## src/sv/stp_pkg.sv

```systemverilog
// ----------------------------------------------------------------------------
// stp_pkg: shared types and constants for the stepper profile generator
// Item and result layouts, controller/datapath command set, fixed widths.
// ----------------------------------------------------------------------------
package stp_pkg;

    localparam int CountBits  = 24;
    localparam int SumBits    = CountBits + 1;
    localparam int GoalBits   = 25;
    localparam int CmpBits    = (SumBits > GoalBits) ? SumBits : GoalBits;
    localparam int ProdBits   = SumBits + 16;
    localparam int RemBits    = (ProdBits + 1 > 42) ? ProdBits + 1 : 42;
    localparam int DivBits    = 33;
    localparam int DivCntBits = 6;
    localparam int KBits      = 23;
    localparam int MulCntBits = 5;
    localparam int MulBits    = 66;
    localparam int NumBits    = 51;

    localparam logic [11:0] FloorReset = 12'd30;
    localparam logic [7:0]  AccelReset = 8'd24;
    localparam logic [15:0] PulseReset = 16'd5147;
    localparam logic [15:0] RateReset  = 16'd381;
    localparam logic [14:0] KScale     = 15'd32000;

    localparam logic [1:0] CFG_FLOOR = 2'd0;
    localparam logic [1:0] CFG_ACCEL = 2'd1;
    localparam logic [1:0] CFG_PULSE = 2'd2;

    localparam logic [2:0] FUNC_TICK   = 3'd0;
    localparam logic [2:0] FUNC_RIGHT  = 3'd1;
    localparam logic [2:0] FUNC_LEFT   = 3'd2;
    localparam logic [2:0] FUNC_ACCEL  = 3'd3;
    localparam logic [2:0] FUNC_CRUISE = 3'd4;
    localparam logic [2:0] FUNC_DECEL  = 3'd5;

    typedef enum logic [1:0] {
        PH_IDLE,
        PH_ACCEL,
        PH_CRUISE,
        PH_DECEL
    } t_phase;

    typedef struct packed {
        logic [2:0]  func;
        logic [15:0] length_mm;
        logic [11:0] target_speed;
    } t_item;

    typedef struct packed {
        logic [15:0] rate_left;
        logic [15:0] rate_right;
        logic        moving;
        logic        phase_done;
        logic        braking;
    } t_res;

    typedef struct packed {
        logic apply;
        logic div_start;
        logic div_goal;
        logic div_step;
        logic div_write;
        logic chk_prep;
        logic chk_rem;
        logic mul_step;
        logic finish;
        logic load_out;
    } t_dp_cmd;

    typedef struct packed {
        logic motor_on;
        logic chk_needed;
        logic div_last;
        logic mul_last;
        logic out_free;
    } t_dp_stat;

endpackage

```

## src/sv/stp_dp.sv

```systemverilog
// ----------------------------------------------------------------------------
// stp_dp: profile datapath
// Motion state, config registers, iterative divider, shift-add multiplier
// for the braking test, and the result register.
// ----------------------------------------------------------------------------
module stp_dp (
    input  logic              i_clk,
    input  logic              i_rst_n,
    input  stp_pkg::t_item    i_item,
    input  stp_pkg::t_dp_cmd  i_cmd,
    output stp_pkg::t_dp_stat o_stat,
    input  logic              i_cfg_we,
    input  logic [1:0]        i_cfg_idx,
    input  logic [15:0]       i_cfg_data,
    input  logic              i_res_ready,
    output logic              o_res_valid,
    output stp_pkg::t_res     o_res
);
    import stp_pkg::*;

    localparam logic signed [RemBits-1:0] RemHi = RemBits'(64'h100_0000_0000);
    localparam logic signed [RemBits-1:0] RemLo = -RemHi;

    logic [11:0]           r_floor;
    logic [7:0]            r_accel;
    logic [15:0]           r_pulse;
    logic [15:0]           r_speed;
    logic [11:0]           r_ceil;
    logic [11:0]           r_low;
    logic signed [8:0]     r_cacc;
    logic [CountBits-1:0]  r_right;
    logic [CountBits-1:0]  r_left;
    logic [GoalBits-1:0]   r_goal;
    logic [15:0]           r_len;
    logic [15:0]           r_rate;
    t_phase                r_phase;
    logic                  r_motor;
    logic                  r_brake;

    logic [DivBits-1:0]    r_dquo;
    logic [15:0]           r_drem;
    logic [DivCntBits-1:0] r_dcnt;
    logic                  r_dgoal;

    logic [ProdBits-1:0]   r_prod;
    logic [31:0]           r_cs2;
    logic [23:0]           r_f2;
    logic [KBits-1:0]      r_k;
    logic signed [NumBits-1:0] r_num;
    logic signed [MulBits-1:0] r_macc;
    logic signed [MulBits-1:0] r_ma;
    logic [KBits-1:0]      r_mk;
    logic [MulCntBits-1:0] r_mcnt;

    t_res                  r_out;
    logic                  r_out_valid;

    logic [15:0]               pnz;
    logic [SumBits-1:0]        sum;
    logic                      done;
    logic signed [17:0]        tick_s;
    logic signed [17:0]        tick_hi;
    logic signed [17:0]        tick_lo;
    logic signed [17:0]        tick_c;
    logic [16:0]               pr;
    logic                      ge;
    logic signed [RemBits-1:0] rem_w;
    logic signed [RemBits-1:0] rem_c;
    logic signed [33:0]        num_d;
    logic                      gt;
    logic                      brake_n;
    logic                      is_cmd;

    assign pnz    = (r_pulse == 16'd0) ? 16'd1 : r_pulse;
    assign sum    = {1'b0, r_right} + {1'b0, r_left};
    assign done   = CmpBits'(sum) >= CmpBits'(r_goal);
    assign is_cmd = (i_item.func == FUNC_ACCEL) || (i_item.func == FUNC_CRUISE)
                    || (i_item.func == FUNC_DECEL);

    always_comb begin
        tick_s  = $signed({2'b00, r_speed}) + 18'(r_cacc);
        tick_hi = $signed({2'b00, r_ceil, 4'b0000});
        tick_lo = $signed({2'b00, r_low, 4'b0000});
        tick_c  = tick_s;
        if (tick_c > tick_hi) begin
            tick_c = tick_hi;
        end
        if (tick_c < tick_lo) begin
            tick_c = tick_lo;
        end
    end

    assign pr = {r_drem, r_dquo[DivBits-1]};
    assign ge = pr >= {1'b0, pnz};

    always_comb begin
        rem_w = $signed(RemBits'({r_len, 17'd0})) - $signed(RemBits'(r_prod));
        rem_c = rem_w;
        if (rem_w > RemHi) begin
            rem_c = RemHi;
        end
        if (rem_w < RemLo) begin
            rem_c = RemLo;
        end
    end

    assign num_d   = $signed({2'b00, r_cs2}) - $signed({2'b00, r_f2, 8'd0});
    assign gt      = r_macc > MulBits'(r_num);
    assign brake_n = r_brake || !gt;

    assign o_stat.motor_on   = r_motor;
    assign o_stat.chk_needed = (r_phase == PH_DECEL) && !r_brake;
    assign o_stat.div_last   = r_dcnt == DivCntBits'(DivBits - 1);
    assign o_stat.mul_last   = r_mcnt == MulCntBits'(KBits - 1);
    assign o_stat.out_free   = !r_out_valid || i_res_ready;

    assign o_res_valid = r_out_valid;
    assign o_res       = r_out;

    always_ff @(posedge i_clk) begin
        if (!i_rst_n) begin
            r_floor     <= FloorReset;
            r_accel     <= AccelReset;
            r_pulse     <= PulseReset;
            r_speed     <= {FloorReset, 4'd0};
            r_ceil      <= '0;
            r_low       <= FloorReset;
            r_cacc      <= '0;
            r_right     <= '0;
            r_left      <= '0;
            r_goal      <= '0;
            r_len       <= '0;
            r_rate      <= RateReset;
            r_phase     <= PH_IDLE;
            r_motor     <= 1'b0;
            r_brake     <= 1'b0;
            r_out_valid <= 1'b0;
        end else begin
            if (i_cfg_we) begin
                case (i_cfg_idx)
                    CFG_FLOOR: r_floor <= i_cfg_data[11:0];
                    CFG_ACCEL: r_accel <= i_cfg_data[7:0];
                    CFG_PULSE: r_pulse <= i_cfg_data;
                    default: ;
                endcase
            end

            if (i_cmd.apply) begin
                if (i_item.func == FUNC_TICK) begin
                    if (r_motor) begin
                        r_speed <= tick_c[15:0];
                    end
                end else if (i_item.func == FUNC_RIGHT) begin
                    if (r_motor && r_right != '1) begin
                        r_right <= r_right + 1'b1;
                    end
                end else if (i_item.func == FUNC_LEFT) begin
                    if (r_motor && r_left != '1) begin
                        r_left <= r_left + 1'b1;
                    end
                end else if (is_cmd) begin
                    r_ceil  <= i_item.target_speed;
                    r_right <= '0;
                    r_left  <= '0;
                    r_len   <= i_item.length_mm;
                    r_brake <= 1'b0;
                    if (i_item.func == FUNC_ACCEL) begin
                        r_cacc  <= $signed({1'b0, r_accel});
                        r_low   <= r_floor;
                        r_speed <= {r_floor, 4'd0};
                        r_motor <= 1'b1;
                        r_phase <= PH_ACCEL;
                    end else begin
                        r_cacc  <= '0;
                        r_low   <= i_item.target_speed;
                        r_speed <= {i_item.target_speed, 4'd0};
                        r_phase <= (i_item.func == FUNC_CRUISE) ? PH_CRUISE : PH_DECEL;
                    end
                end
            end

            if (i_cmd.div_write) begin
                if (r_dgoal) begin
                    r_goal <= (|r_dquo[DivBits-1:GoalBits]) ? '1 : r_dquo[GoalBits-1:0];
                end else begin
                    r_rate <= (|r_dquo[DivBits-1:16]) ? 16'hFFFF : r_dquo[15:0];
                end
            end

            if (i_cmd.finish && r_phase == PH_DECEL) begin
                if (!r_brake && !gt) begin
                    r_brake <= 1'b1;
                    r_cacc  <= -$signed({1'b0, r_accel});
                    r_low   <= r_floor;
                end
                if (brake_n && done) begin
                    r_motor <= 1'b0;
                    r_phase <= PH_IDLE;
                end
            end

            if (i_cmd.load_out) begin
                r_out_valid <= 1'b1;
            end else if (i_res_ready) begin
                r_out_valid <= 1'b0;
            end
        end
    end

    always_ff @(posedge i_clk) begin
        if (i_cmd.div_start) begin
            r_dquo  <= i_cmd.div_goal ? DivBits'({r_len, 17'd0})
                                      : DivBits'({r_speed, 12'd0});
            r_drem  <= '0;
            r_dcnt  <= '0;
            r_dgoal <= i_cmd.div_goal;
        end else if (i_cmd.div_step) begin
            r_drem <= ge ? 16'(pr - {1'b0, pnz}) : pr[15:0];
            r_dquo <= {r_dquo[DivBits-2:0], ge};
            r_dcnt <= r_dcnt + 1'b1;
        end

        if (i_cmd.chk_prep) begin
            r_prod <= {16'd0, sum} * {25'd0, pnz};
            r_cs2  <= {16'd0, r_speed} * {16'd0, r_speed};
            r_f2   <= {12'd0, r_floor} * {12'd0, r_floor};
            r_k    <= {15'd0, r_accel} * {8'd0, KScale};
        end

        if (i_cmd.chk_rem) begin
            r_ma   <= MulBits'(rem_c);
            r_num  <= NumBits'(num_d) <<< 17;
            r_macc <= '0;
            r_mk   <= r_k;
            r_mcnt <= '0;
        end else if (i_cmd.mul_step) begin
            if (r_mk[0]) begin
                r_macc <= r_macc + r_ma;
            end
            r_ma   <= r_ma <<< 1;
            r_mk   <= r_mk >> 1;
            r_mcnt <= r_mcnt + 1'b1;
        end

        if (i_cmd.load_out) begin
            r_out.rate_left  <= r_rate;
            r_out.rate_right <= r_rate;
            r_out.moving     <= r_motor;
            r_out.phase_done <= done;
            r_out.braking    <= r_brake;
        end
    end

endmodule

```

## src/sv/stp_ctrl.sv

```systemverilog
// ----------------------------------------------------------------------------
// stp_ctrl: profile sequencer
// Steps one item through update, divisions, braking test and result load.
// ----------------------------------------------------------------------------
module stp_ctrl (
    input  logic              i_clk,
    input  logic              i_rst_n,
    input  logic              i_item_valid,
    input  logic [2:0]        i_func,
    input  stp_pkg::t_dp_stat i_stat,
    output logic              o_item_ready,
    output stp_pkg::t_dp_cmd  o_cmd
);
    import stp_pkg::*;

    typedef enum logic [3:0] {
        S_IDLE,
        S_DSTART,
        S_DIV,
        S_DWR,
        S_CHK,
        S_PREP,
        S_REM,
        S_MUL,
        S_FIN,
        S_OUT
    } t_state;

    t_state r_state;
    logic   r_rate_pend;
    logic   r_goal_pend;
    logic   accept;
    logic   is_cmd;

    assign o_item_ready = r_state == S_IDLE;
    assign accept       = i_item_valid && o_item_ready;
    assign is_cmd       = (i_func == FUNC_ACCEL) || (i_func == FUNC_CRUISE)
                          || (i_func == FUNC_DECEL);

    always_comb begin
        o_cmd           = '0;
        o_cmd.apply     = accept;
        o_cmd.div_start = r_state == S_DSTART;
        o_cmd.div_goal  = !r_rate_pend;
        o_cmd.div_step  = r_state == S_DIV;
        o_cmd.div_write = r_state == S_DWR;
        o_cmd.chk_prep  = r_state == S_PREP;
        o_cmd.chk_rem   = r_state == S_REM;
        o_cmd.mul_step  = r_state == S_MUL;
        o_cmd.finish    = r_state == S_FIN;
        o_cmd.load_out  = (r_state == S_OUT) && i_stat.out_free;
    end

    always_ff @(posedge i_clk) begin
        if (!i_rst_n) begin
            r_state     <= S_IDLE;
            r_rate_pend <= 1'b0;
            r_goal_pend <= 1'b0;
        end else begin
            case (r_state)
                S_IDLE: begin
                    if (accept) begin
                        if (is_cmd) begin
                            r_rate_pend <= 1'b1;
                            r_goal_pend <= 1'b1;
                            r_state     <= S_DSTART;
                        end else if (i_func == FUNC_TICK && i_stat.motor_on) begin
                            r_rate_pend <= 1'b1;
                            r_goal_pend <= 1'b0;
                            r_state     <= S_DSTART;
                        end else begin
                            r_state <= S_CHK;
                        end
                    end
                end
                S_DSTART: r_state <= S_DIV;
                S_DIV: begin
                    if (i_stat.div_last) begin
                        r_state <= S_DWR;
                    end
                end
                S_DWR: begin
                    if (r_rate_pend) begin
                        r_rate_pend <= 1'b0;
                        r_state     <= r_goal_pend ? S_DSTART : S_CHK;
                    end else begin
                        r_goal_pend <= 1'b0;
                        r_state     <= S_CHK;
                    end
                end
                S_CHK:  r_state <= i_stat.chk_needed ? S_PREP : S_FIN;
                S_PREP: r_state <= S_REM;
                S_REM:  r_state <= S_MUL;
                S_MUL: begin
                    if (i_stat.mul_last) begin
                        r_state <= S_FIN;
                    end
                end
                S_FIN: r_state <= S_OUT;
                S_OUT: begin
                    if (i_stat.out_free) begin
                        r_state <= S_IDLE;
                    end
                end
                default: r_state <= S_IDLE;
            endcase
        end
    end

endmodule

```

## src/sv/stepper_trapezoid_profile.sv

```systemverilog
// ----------------------------------------------------------------------------
// stepper_trapezoid_profile: trapezoidal speed profile for two stepper wheels
// One item in, one result out; items are processed one at a time. A step
// pulse runs no division; a tick with the motors on runs one radix-2
// division for the step rate; a command runs the rate and step-goal
// divisions back to back. In a decelerate segment before braking starts,
// the braking test is added, a shift-add multiply of remaining distance by
// the acceleration term. A result waiting in the output register holds off
// only the end of the next item, not its start.
// ----------------------------------------------------------------------------
module stepper_trapezoid_profile (
    input  logic           i_clk,
    input  logic           i_rst_n,
    input  logic           i_item_valid,
    output logic           o_item_ready,
    input  stp_pkg::t_item i_item,
    output logic           o_res_valid,
    input  logic           i_res_ready,
    output stp_pkg::t_res  o_res,
    input  logic           i_cfg_we,
    input  logic [1:0]     i_cfg_idx,
    input  logic [15:0]    i_cfg_data
);
    import stp_pkg::*;

    t_dp_cmd  cmd;
    t_dp_stat stat;

    stp_ctrl u_ctrl (
        .i_clk        (i_clk),
        .i_rst_n      (i_rst_n),
        .i_item_valid (i_item_valid),
        .i_func       (i_item.func),
        .i_stat       (stat),
        .o_item_ready (o_item_ready),
        .o_cmd        (cmd)
    );

    stp_dp u_dp (
        .i_clk       (i_clk),
        .i_rst_n     (i_rst_n),
        .i_item      (i_item),
        .i_cmd       (cmd),
        .o_stat      (stat),
        .i_cfg_we    (i_cfg_we),
        .i_cfg_idx   (i_cfg_idx),
        .i_cfg_data  (i_cfg_data),
        .i_res_ready (i_res_ready),
        .o_res_valid (o_res_valid),
        .o_res       (o_res)
    );

endmodule

```

## config.mk

```make
export PLATFORM = sky130hd
export DESIGN_NAME = stepper_trapezoid_profile
export DESIGN_NICKNAME = d
export VERILOG_FILES = /design/src/sv/stp_pkg.sv /design/src/sv/stp_dp.sv /design/src/sv/stp_ctrl.sv /design/src/sv/stepper_trapezoid_profile.sv
export SDC_FILE = /design/constraint.sdc
export NUM_CORES = 2
export LEC_CHECK = 0
export BUFFER_PORTS_ARGS = -buffer_cell sky130_fd_sc_hd__buf_2
export CORE_MARGIN = 1
export CORE_UTILIZATION = 60
export DETAILED_ROUTE_END_ITERATION = 8
export GPL_ROUTABILITY_DRIVEN = 0
export PLACE_DENSITY = 0.88
export SYNTH_ARGS = -nofsm -noshare
export SYNTH_HDL_FRONTEND = slang
export SYNTH_SLANG_ARGS = --single-unit
```

## constraint.sdc

```tcl
create_clock -name i_clk -period 12.35 [get_ports i_clk]
set_input_delay 1.8525 -clock i_clk [delete_from_list [all_inputs] [get_ports i_clk]]
set_output_delay 1.8525 -clock i_clk [all_outputs]
set_load 0.02 [all_outputs]
```

# Yosys cells after proc, flatten, opt, wreduce, memory -nomap -nowiden
# Index checks and enable logic that the tools add are counted.
# word_totals
register_bits	581
latch_bits	0
ram_bits	0
mem_bits_ro	0
input_bits	54
out_inout_bits	37
wordCells	227
memories	0
# op_classes
add_sub_neg	11
mul	4
div_mod_pow	0
order_cmp	7
eq_ne	33
shift	0
n_mux	88
bitwise	4
reduce_logical	43
# op_table
op	count
2-to-1 mux 16 bit	10
2-to-1 mux 24 bit	6
2-to-1 mux 66 bit	2
2-to-1 mux 33 bit	3
2-to-1 mux 12 bit	8
2-to-1 mux 42 bit	2
adder 66 bit	1
greater-than comparator 66 x 50 -> 1 bit	1
2-to-1 mux 9 bit	7
adder 24 x 1 -> 24 bit, second input constant	2
inequality test 24 bit, second input constant	2
2-to-1 mux 23 bit	2
greater-than comparator 42 bit, second input constant	1
< comparator 42 x 41 -> 1 bit, second input constant	1
subtractor 33 x 41 -> 42 bit	1
multiplier 25 x 16 -> 41 bit	1
case mux 4 bit (10 select lines)	1
subtractor 32 x 32 -> 33 bit	1
multiplier 16 x 16 -> 32 bit	1
2-to-1 mux 4 bit	7
adder 24 x 24 -> 25 bit	1
greater-or-equal comparator 25 bit	1
2-to-1 mux 1 bit	25
2-to-1 mux 25 bit	1
other kinds (44)	102

# Longest topological paths before layout
# logic_depth
ltp_word	10
ltp_mapped	37
ltp_nobuf	36

# Modules after synthesis
# From an unflattened synthesis, not the netlist that was laid out.
# hier_totals
hier_cells	6412
area_unflattened_um2	58414.8
# by_module_without_submodules
mod	n_inst	cells_each	area_each_um2	seq_area_each_um2
stp_dp	1	6332	57820.5	14293.7
stp_ctrl	1	80	594.3	120.1

# Worst setup path before layout
# Ideal clock, no wire load.
# synth_timing
kind	register to register
start	register u_dp.r_right[0]
end	register u_dp.r_prod[38] (data pin)
setup_time_ps	258
arrival_ps	8310
t_required_ps	12092
path_slack_ps	3783
path_stages_with_launch	35
n_path_buf	1
synth_period_minus_slack_ps	8567
cell_sequence	dfxtp_1 ha_1 inv_1 fa_1 nor2b_1 o21a_1 o21ai_0 a211oi_1 o221ai_2 a21oi_1 o21a_1 a21oi_1 xnor2_1 clkbuf_1 nand2_1 fa_1 fa_1 fa_1 inv_1 fa_1 fa_1 inv_1 fa_1 inv_1 ha_1 a211o_1 a21oi_1 nand3_1 a41o_1 a31oi_1 o21ai_1 o31a_1 a221o_1 a21oi_1 xnor2_1
# synth_between
elab_chain_cells	2
# synth_lines
element	line	source
start, declared	stp_dp.sv:31	logic [CountBits-1:0] r_right;
start signal, assigned	stp_dp.sv:155	r_right <= r_right + 1'b1;
adder 24 x 24 -> 25 bit	stp_dp.sv:75	assign sum = {1'b0, r_right} + {1'b0, r_left};
multiplier 25 x 16 -> 41 bit	stp_dp.sv:224	r_prod <= {16'd0, sum} * {25'd0, pnz};
end signal, assigned	stp_dp.sv:224	
end, declared	stp_dp.sv:45	logic [ProdBits-1:0] r_prod;
# Every way passes these cells.
# A chain may end at the register's enable or synchronous reset.

# Worst setup path after layout
# layout_timing
start	register u_dp.r_left[0]
end	register u_dp.r_prod[39] (data pin)
# layout_between
elab_chain_cells	2
# layout_lines
element	line	source
start, declared	stp_dp.sv:32	logic [CountBits-1:0] r_left;
start signal, assigned	stp_dp.sv:159	r_left <= r_left + 1'b1;
adder 24 x 24 -> 25 bit	stp_dp.sv:75	
multiplier 25 x 16 -> 41 bit	stp_dp.sv:224	
# Every way passes these cells.

==> impl_metrics.py <==
metrics = {
    "floorplan": {
        "io_pins": 91,
        "die_x_um": 312,
        "start_util_pct": 60.7,
        "num_rows": 113,
        "die_y_um": 312,
        "die_area_um2": 97300,
        "core_area_um2": 95000,
    },
    "detailed_routing": {
        "first_pass_iters": 7,
        "num_vias": 46900,
        "wl_per_cell_um": 20.2,
        "ant_nets": 0,
        "routed_wl_mm": 154,
        "drc": 0,
        "drt_first_iter_violations": 4883,
        "vias_per_cell": 6.17,
    },
    "worst_setup_path": {
        "critPathTopFamily": "adder cells",
        "worst_ep_required_time_ns": 12.74,
        "slowest_delay_ns": 0.57,
        "cp.arrival_ns": 9.98,
        "criticalPathCategory": "register to register",
        "crit_slowest_cell": "fa_1",
        "cp_max_fo": 10,
        "critPathCaptureType": "register",
        "path_common_cell": "fa_1",
        "path_buf_inv": 4,
        "start_kind": "register",
    },
    "sta": {
        "fmax_ghz": 0.104,
        "finalSetupViolCount": 0,
        "worstMarginPinSlew_ns": 1.32,
        "finalClockSkew_ns": 0.0503,
        "finalCritPeriodShare_pct": 77.7,
        "hold_ws_ns": 0.404,
        "finalSetupTns_ns": 0,
        "period_minus_slack_ns": 9.59,
        "final_max_slew_viol_count": 0,
        "hold_viol": 0,
        "relSlewSlack_pct": 11.8,
        "rsz0062_at_grt": "false",
    },
    "pwr": {
        "ir_drop_v": 0.000209,
        "powerDensity_nw_per_um2": 128,
        "leakagePower_nw": 29.3,
    },
    "yosys": {
        "synth_area_per_cell_um2": 9.09,
        "synth-seq-cells": 578,
        "netlist.area_leader.share_pct": 20.5,
        "yosys-top-cells-area": "fa_1 20%, edfxtp_1 15%, ha_1 13%",
        "synth_ff_type": "dfxtp_1",
        "synthesis.nets": 7561,
        "ys_types": 95,
        "synthesis.area_um2": 57600,
        "synthTopCellsByCount": "881 x inv_1, 778 x nand2_1, 589 x fa_1",
        "seq_area_frac_synth_pct": 25.0,
        "yosys_warnings": 0,
        "synth_edf_count": 284,
        "syn_inst": 6341,
        "synth_top_cell_by_area": "fa_1",
        "synth-async-reset-ratio_pct": 0,
        "yosysMostFrequentCell": "inv_1",
    },
    "clock_network": {
        "cts.reportedPaths.clkPinSlew_ns": 0.07,
        "cts_setup_buffers": 0,
        "cts-root-buf": "clkbuf_16",
        "cts_resized": 0,
        "clkLatencyLatePin_ns": 0.69,
        "cts_tree": "done",
        "hold_buffers": 0,
        "htreeDepth": 2,
        "cts-buffers-inserted": 60,
        "cts_sinks": 578,
        "clk_path_buf_depth": 3,
    },
    "min_path": {
        "hp-class": "register to register",
    },
    "cells_and_area": {
        "drive_gt1_share_pct": 5.53,
        "fin_nets": 7502,
        "area_growth_pct": 6.18,
        "fillCellCount": 6939,
        "utilization_pct": 64.4,
    },
    "outcome": {
        "status": "complete, no violations",
    },
    "placement": {
        "port_buffers": 90,
        "hpwl_mm": 114,
    },
    "run": {
        "drv_cap": 0,
    },
    "global_routing": {
        "grt_max_degree": 92,
        "antenna_found_initial": 2,
        "grt-ovfl-total": 0,
        "grt_pass1_vias": 48200,
        "grt_pass1_wl_mm": 247,
        "gr-usage-all-layers_pct": 31.5,
    },
}
-- placed cells by master, fill, tap and decap left out, drive strengths merged, types with 46 or more instances in the layout --
| cell type | synthesis | layout |
|---|---|---|
| clkbuf | 233 | 76 |
| xnor2 | 184 | 184 |
| nand2b | 46 | 46 |
| fa | 589 | 589 |
| buf | 44 | 156 |
| inv | 881 | 885 |
| nor3 | 92 | 92 |
| a21oi | 386 | 386 |
| nand4 | 68 | 68 |
| mux2i | 50 | 50 |
| nand3 | 96 | 96 |
| and2 | 283 | 283 |
| a21o | 147 | 147 |
| nor2 | 375 | 375 |
| nand2 | 778 | 778 |
| dfxtp | 294 | 294 |
| ha | 577 | 577 |
| nor2b | 58 | 58 |
| o21ai | 214 | 214 |
| edfxtp | 284 | 284 |
| xor2 | 112 | 112 |
-- state kept, by name (all words and copies together), names as in the netlist, 15 cells and up --
name	flops
u_dp.r_prod	41
u_dp.r_macc	66
u_dp.o_res	19
u_dp.r_left	24
u_dp.r_ma	66
u_dp.r_num	32
u_dp.r_f2	23
u_dp.r_goal	25
u_dp.r_speed	16
u_dp.r_k	15
u_dp.r_cs2	31
u_dp.r_drem	16
u_dp.r_mk	23
u_dp.r_pulse	16
u_dp.r_rate	16
u_dp.r_right	24
u_dp.r_dquo	33
u_dp.r_len	16
-- metrics by stage --
stage | total power, mW | worst slack, ns | instance area [um2] | instances
2_1_floorplan | 5.03 | 3.78 | 57600 | 6341
6_report | 7.84 | 2.76 | 61200 | 7600
3_5_place_dp | 5.80 | 3.08 | 59100 | 7485
5_1_grt | 8.30 | 2.30 | 61200 | 7599
3_3_place_gp | 5.63 | 3.43 | 59100 | 7485
4_1_cts | 7.77 | 2.97 | 61200 | 7599
-- cells by family (layout without fill, tap and decap cells) --
family                   Yosys count  count (layout)  synth area share (%)
buffers and inverters           1160            1153                  7.75
flip-flops                       578             578                  25.0
AND/OR/NAND/NOR                 1943            1943                  15.9
other                              0               1                     0
AO/OA/AOI/OAI                   1135            1135                  12.7
adder cells (fa/ha/maj)         1166            1166                  33.0
multiplexers                      63              63                  1.14
XOR/XNOR                         296             296                  4.50
-- per-layer routing --
metal  track usage [%]  share of wire, %  vias up
li1                  -                 -    20900
met4              17.9               6.3        4
met3              6.13                10      621
met2              51.9                47     2621
met1              38.8                37    22700
met5                 0             0.017        -
-- final timing paths --
check,from,end,slack (ns),cells past startpoint
max reg2reg,u_dp.r_left[0]$_SDFFE_PN0P_,u_dp.r_prod[39]$_DFFE_PN_,2.76,32
max,u_dp.r_left[0]$_SDFFE_PN0P_,u_dp.r_prod[39]$_DFFE_PN_,2.76,32
min reg2reg,u_dp.r_cs2[7]$_DFFE_PN_,u_dp.r_num[24]$_DFFE_PP_,0.40,0
min,u_dp.r_cs2[7]$_DFFE_PN_,u_dp.r_num[24]$_DFFE_PP_,0.40,0
-- cell type report --
class                   count  area, um2  share of cell area [%]
repair buffers            156        946                    1.55
inverters                 883       3320                    5.42
clock buffers              76       1670                    2.72
multi-input cells        4603      38800                    63.4
diodes                      1       2.50                 0.00409
flip-flops and latches    578      14400                    23.6
well taps                1265       1580                    2.59
clock inverters            38        460                   0.752
-- where the power goes --
group	total, mW	internal, mW	leakage, nW	switching, mW
Clock	1.95	1.11	1.05	0.836
Combinational	3.30	1.32	23.3	1.98
Sequential	2.59	2.35	4.95	0.240
No activity file was read; power rests on OpenSTA's default activity.
